**src/rtl/core/crcfc_pkg.sv**
```systemverilog
// Types, constants and codes of the CRC-16 frame checker.
`default_nettype none
package crcfc_pkg;

   localparam int unsigned HDR_BYTES = 14;

   localparam int unsigned POS_W = 17;
   localparam logic [POS_W-1:0] POS_MAX = {POS_W{1'b1}};
   localparam logic [POS_W-1:0] PAYLOAD_START = POS_W'(HDR_BYTES + 2);
   localparam logic [POS_W-1:0] SHORT_LIMIT = POS_W'(HDR_BYTES - 1);

   localparam logic [POS_W-1:0] POS_HDR_ZERO_LAST = POS_W'(4);
   localparam logic [POS_W-1:0] POS_HDR_MARK_A = POS_W'(5);
   localparam logic [POS_W-1:0] POS_TYPE = POS_W'(6);
   localparam logic [POS_W-1:0] POS_LEN_HI = POS_W'(11);
   localparam logic [POS_W-1:0] POS_LEN_LO = POS_W'(12);
   localparam logic [POS_W-1:0] POS_HDR_MARK_B = POS_W'(13);
   localparam logic [POS_W-1:0] POS_CRC_START = POS_W'(4);

   localparam logic [7:0] HDR_MARK = 8'hFF;
   localparam logic [7:0] HDR_ZERO = 8'h00;

   localparam logic [15:0] CRC_POLY = 16'h1189;
   localparam logic [15:0] CRC_MSB = 16'h8000;
   localparam logic [15:0] CRC_INIT = 16'h0000;

   localparam logic [1:0] STATUS_OK = 2'd0;
   localparam logic [1:0] STATUS_BAD_LENGTH = 2'd1;
   localparam logic [1:0] STATUS_BAD_HEADER = 2'd2;
   localparam logic [1:0] STATUS_BAD_CRC = 2'd3;

   localparam logic KIND_PAYLOAD = 1'b0;
   localparam logic KIND_STATUS = 1'b1;

   localparam int unsigned FIFO_DEPTH = 8;
   localparam int unsigned FIFO_PTR_W = $clog2(FIFO_DEPTH);
   localparam int unsigned FIFO_CNT_W = $clog2(FIFO_DEPTH + 1);

   typedef struct packed {
      logic       kind;
      logic [7:0] payload;
      logic [1:0] status;
      logic [7:0] mtype;
      logic       last;
   } result_type;

   // Up to two results per processed byte: first always fills before second.
   typedef struct packed {
      logic [1:0] count;
      result_type first;
      result_type second;
   } push_type;

endpackage
`default_nettype wire

```
**src/rtl/core/crcfc_crc.sv**
```systemverilog
// One-byte MSB-first CRC-16 update, unrolled over the eight bits.
`default_nettype none
module crcfc_crc
   import crcfc_pkg::*;
(
   input  wire logic [15:0] crc_cur,
   input  wire logic [7:0]  data_byte,
   output logic [15:0]      crc_next
);

   always_comb begin
      logic [15:0] v;
      v = crc_cur ^ {data_byte, 8'h00};
      for (int i = 0; i < 8; i++) begin
         if ((v & CRC_MSB) != 16'h0000) begin
            v = {v[14:0], 1'b0} ^ CRC_POLY;
         end else begin
            v = {v[14:0], 1'b0};
         end
      end
      crc_next = v;
   end

endmodule
`default_nettype wire

```
**src/rtl/core/crcfc_frame.sv**
```systemverilog
// Per-frame state: header checks, length capture, CRC and result forming.
`default_nettype none
module crcfc_frame
   import crcfc_pkg::*;
(
   input  wire logic       clock,
   input  wire logic       reset,
   input  wire logic       item_valid,
   input  wire logic [7:0] item_byte,
   input  wire logic       item_eof,
   output push_type        push
);

   logic [POS_W-1:0] pos_ff, pos_in;
   logic [15:0]      crc_ff, crc_in;
   logic [7:0]       dly_ff [3];
   logic [7:0]       dly_in [3];
   logic             hdr_bad_ff, hdr_bad_in;
   logic [15:0]      len_ff, len_in;
   logic [7:0]       type_ff, type_in;

   logic [15:0]      crc_step;
   logic [15:0]      crc_upd;
   logic             hdr_bad_upd;
   logic [15:0]      len_upd;
   logic [7:0]       type_upd;
   logic             has_payload;
   logic [POS_W:0]   len_expect;
   logic [1:0]       status;
   result_type       pay_res;
   result_type       stat_res;

   crcfc_crc u_crc (
      .crc_cur   (crc_ff),
      .data_byte (dly_ff[2]),
      .crc_next  (crc_step)
   );

   always_comb begin
      hdr_bad_upd = hdr_bad_ff;
      if (pos_ff <= POS_HDR_ZERO_LAST) begin
         if (item_byte != HDR_ZERO) hdr_bad_upd = 1'b1;
      end else if (pos_ff == POS_HDR_MARK_A || pos_ff == POS_HDR_MARK_B) begin
         if (item_byte != HDR_MARK) hdr_bad_upd = 1'b1;
      end

      type_upd = (pos_ff == POS_TYPE) ? item_byte : type_ff;

      len_upd = len_ff;
      if (pos_ff == POS_LEN_HI) len_upd = {item_byte, len_ff[7:0]};
      if (pos_ff == POS_LEN_LO) len_upd = {len_ff[15:8], item_byte};

      crc_upd = (pos_ff >= POS_CRC_START) ? crc_step : crc_ff;

      has_payload = pos_ff >= PAYLOAD_START;

      // size - HDR_BYTES + 1, with size = position + 1
      len_expect = {1'b0, pos_ff} + (POS_W+1)'(2) - (POS_W+1)'(HDR_BYTES);

      priority if (pos_ff < SHORT_LIMIT) begin
         status = STATUS_BAD_LENGTH;
      end else if (hdr_bad_upd) begin
         status = STATUS_BAD_HEADER;
      end else if (len_expect != (POS_W+1)'(len_upd)) begin
         status = STATUS_BAD_LENGTH;
      end else if ({dly_ff[0], item_byte} != crc_upd) begin
         status = STATUS_BAD_CRC;
      end else begin
         status = STATUS_OK;
      end

      pay_res.kind    = KIND_PAYLOAD;
      pay_res.payload = dly_ff[1];
      pay_res.status  = STATUS_OK;
      pay_res.mtype   = 8'h00;
      pay_res.last    = ~item_eof;

      stat_res.kind    = KIND_STATUS;
      stat_res.payload = 8'h00;
      stat_res.status  = status;
      stat_res.mtype   = type_upd;
      stat_res.last    = 1'b1;

      push.count  = 2'd0;
      push.first  = pay_res;
      push.second = stat_res;
      if (item_valid) begin
         unique case ({has_payload, item_eof})
            2'b00: push.count = 2'd0;
            2'b10: push.count = 2'd1;
            2'b01: begin
               push.count = 2'd1;
               push.first = stat_res;
            end
            2'b11: push.count = 2'd2;
            default: push.count = 2'd0;
         endcase
      end

      pos_in     = pos_ff;
      crc_in     = crc_ff;
      dly_in     = dly_ff;
      hdr_bad_in = hdr_bad_ff;
      len_in     = len_ff;
      type_in    = type_ff;
      if (item_valid) begin
         if (item_eof) begin
            // clear for the next frame
            pos_in     = '0;
            crc_in     = CRC_INIT;
            dly_in[0]  = 8'h00;
            dly_in[1]  = 8'h00;
            dly_in[2]  = 8'h00;
            hdr_bad_in = 1'b0;
            len_in     = 16'h0000;
            type_in    = 8'h00;
         end else begin
            pos_in     = (pos_ff < POS_MAX) ? pos_ff + POS_W'(1) : pos_ff;
            crc_in     = crc_upd;
            dly_in[2]  = dly_ff[1];
            dly_in[1]  = dly_ff[0];
            dly_in[0]  = item_byte;
            hdr_bad_in = hdr_bad_upd;
            len_in     = len_upd;
            type_in    = type_upd;
         end
      end
   end

   always_ff @(posedge clock) begin
      if (reset) begin
         pos_ff     <= '0;
         crc_ff     <= CRC_INIT;
         dly_ff[0]  <= 8'h00;
         dly_ff[1]  <= 8'h00;
         dly_ff[2]  <= 8'h00;
         hdr_bad_ff <= 1'b0;
         len_ff     <= 16'h0000;
         type_ff    <= 8'h00;
      end else begin
         pos_ff     <= pos_in;
         crc_ff     <= crc_in;
         dly_ff     <= dly_in;
         hdr_bad_ff <= hdr_bad_in;
         len_ff     <= len_in;
         type_ff    <= type_in;
      end
   end

endmodule
`default_nettype wire

```
**config.mk**
```make
export PLATFORM = sky130hd
export DESIGN_NAME = crcfc_frame
export DESIGN_NICKNAME = d
export VERILOG_FILES = /design/src/rtl/core/crcfc_pkg.sv /design/src/rtl/core/crcfc_crc.sv /design/src/rtl/core/crcfc_frame.sv
export SDC_FILE = /design/constraint.sdc
export NUM_CORES = 1
export LEC_CHECK = 0
export BUFFER_PORTS_ARGS = -buffer_cell sky130_fd_sc_hd__buf_2
export CORE_AREA = 2 2 107 109
export DETAILED_ROUTE_END_ITERATION = 6
export DIE_AREA = 0 0 109 111
export GPL_TIMING_DRIVEN = 0
export PLACE_DENSITY = 0.75
export SLEW_MARGIN = 20
export SYNTH_ARGS = -nofsm -noshare
export SYNTH_HDL_FRONTEND = slang
export SYNTH_SLANG_ARGS = --single-unit
export TNS_END_PERCENT = 10
```
**constraint.sdc**
```tcl
create_clock -name clock -period 4.3 [get_ports clock]
set_input_delay 0.86 -clock clock [delete_from_list [all_inputs] [get_ports clock]]
set_output_delay 0.86 -clock clock [all_outputs]
set_load 0.1 [all_outputs]
```
==> results.tsv <==
metric	value	unit
outcome	finished, violations left	
violations	negative setup slack	
hold_viol	0	
rsz0062_at_grt	yes	
slew_viol_final	0	
crit_fanout	4	
startpoint	pos_ff[9]	
fin_crit_sh	111	%
vias	5368	
cts_sinks	82	
drtAntennaViolNets	0	
antenna_found_initial	0	
place.detailed.instances	890	
cp_cell_sequence	or4_4 > buf_6 > nor4_4 > buf_4 > nand2_2 > o41a_1 > a2111o_1 > or4_4 > or4_4 > o21ai_4 > buf_12	
fin_nets	793	
final_cell_mix	128 x nor2_1, 76 x dfxtp_1, 51 x nand2_1, 51 x xnor2_1, 45 x a21oi_1	
layout_min_cycle_time	4760	ps
peakVddDrop	0.000304	V
cts_tree	done	
place_congestion	0.989	
io_buffers	39	
synth_seq_cells	82	
p_leak	2.68	nW
hpwl	11.4	mm
critical_path.max_stage_delay	530	ps
power_density	282	nW/um2
ys.flop_type	dfxtp_1	
drt-vias-per-instance	5.84	
fp-row-count	39	
hp-class	reg -> reg	
setup_viol	4	
clock.fmax	210	MHz
grt_usage	28.5	%
postSynthCellCount	700	
drv_cap	0	
grt_max_degree	16	
wirelength	16.8	mm
layout_setup_ws	-457	ps
startpoint_type	flop	
required	3440	ps
final_cell_area	6550	um2
initial_utilization	48.7	%
cp.arrival	3900	ps
drtIter0Drc	393	
yosys_warnings	0	
yosys.cell_types.count	65	
min_from	hdr_bad_ff	
design.die.area	12100	um2
cpLargestDelayFamily	simple AND/OR/NAND/NOR gates	
synth_enable_flop_cells	0	
tightest_slew	917	ps
postPlaceCellArea	5830	um2
syn_area_per_cell	7.71	um2
instances_no_fill	919	
htree_levels	3	
drive_gt1_share	17.0	%
crit_top_cell	or4_4	
clkTransAtPathRegs	70	ps
relSlewSlack	38.9	%
syn2layout_area_growth	21.3	%
total_power	1.84	mW
grt_pass1_vias	5148	
remaining_drc_errors	0	
grt_overflow	0	
path_buf_inv	3	
die_h	111	um
timing.rr.start	pos_ff[9]	
critPathKind	reg -> out	
crit_path_top_delay_cell	or4_4	
grt_pass1_wl	26.5	mm
die_x	109	um
crit_path_end_kind	primary output	
synthArstFlopShare	0	%
ctsLongestPathBuffers	2	
cts_hold_buffers	0	
first_pass_iters	6	
final_common_cell	nor2_1	
fin_hold_ws	477	ps
wl_per_cell	18.3	um
netlist_area	5400	um2
io-pin-count	54	
cts_buffers	9	
clock_skew	7.13	ps
antenna_cells	0	
cts-root-buf	clkbuf_16	
fillers	971	
synth-seq-area-share	30.4	%
core_area	11100	um2
clkLatencyLatePin	350	ps
## metrics by stage
step	utilization [%]	setup WS, ps	setup TNS [ps]
after floorplan	-	-502	-3210
after global placement	52.6	-674	-2970
after detailed placement	52.6	-755	-3580
after CTS	58.3	-411	-1410
after global routing	59.1	-561	-2150
final	59.1	-457	-1690
## sequential cells by signal, indices dropped and copies added (netlist names)
| register | cells |
|---|---|
| type_ff | 8 |
| dly_ff | 24 |
| len_ff | 16 |
| hdr_bad_ff | 1 |
| crc_ff | 16 |
| pos_ff | 17 |
## routing by layer
layer  vias to the layer above  wire [um]  global-route usage [%]
li1                       2525          -                       -
met1                      2545       6840                    35.4
met2                       237       8070                    46.0
met3                        61       1200                    7.47
met4                         0        685                    12.0
met5                         -          0                       0
## repair_timing
action,in CTS,in global routing
pin swaps,14,6
endpoints found under the setup margin,29,14
buffers inserted,16,1
cloned,1,0
resized for setup,52,32
## synthesized netlist by cell type (all sizes together), types with 10 or more instances
library cell  number  area share [%]
nand2             53             3.7
nor4              11             1.6
nor3              12             1.3
a22oi             30             4.2
nor2             128             8.9
xnor2             51             8.3
buf               20             2.5
mux2i             21             3.9
inv               19             1.3
nand3             16             1.5
clkbuf            38             2.6
o21ai             17             1.6
xor2              34             5.5
and2              12             1.4
dfxtp             82              30
a21oi             47             4.4
ha                10             2.3
## where the power goes
group	leakage, nW	switching, mW	internal (mW)
logic	1.86	0.151	0.0476
registers	0.665	0.00935	0.763
clock network	0.161	0.341	0.532
## final cells by class
class                      count  area, um2  area share (%)
buffer                        53        256            3.92
clock buffer                  10        239            3.65
clock inverter                 6       96.3            1.47
inverter                      20       77.6            1.19
multi-input combinational    548       3630            55.5
sequential                    82       1660            25.3
tap                          143        179            2.73
timing repair buffer          57        409            6.25
## kinds of logic after synthesis
family | after synthesis | share of synthesized area [%]
compound gates | 127 | 15.3
xor+xnor | 88 | 15.0
fa+ha+maj | 10 | 2.32
buf+inv | 78 | 6.49
flops | 82 | 30.4
mux | 22 | 4.10
other cells | 2 | 0.139
simple gates | 291 | 26.2
## worst register-to-register path: cells and delay by family, from the launching register on
family / cells / cell delay (ps)
AO/OA/AOI/OAI: 2 / 770
buffers and inverters: 3 / 820
flip-flops: 1 / 330
AND/OR/NAND/NOR: 4 / 1160
## worst paths after layout
kind                endpoint  cells past startpoint  slack (ps)
setup / recovery    push[10]                     11        -460
hold reg to reg   hdr_bad_ff                      2         480
hold / removal    hdr_bad_ff                      2         480
setup reg to reg   crc_ff[4]                      9        1150
Note: power is estimated with default switching activity, not from simulation.
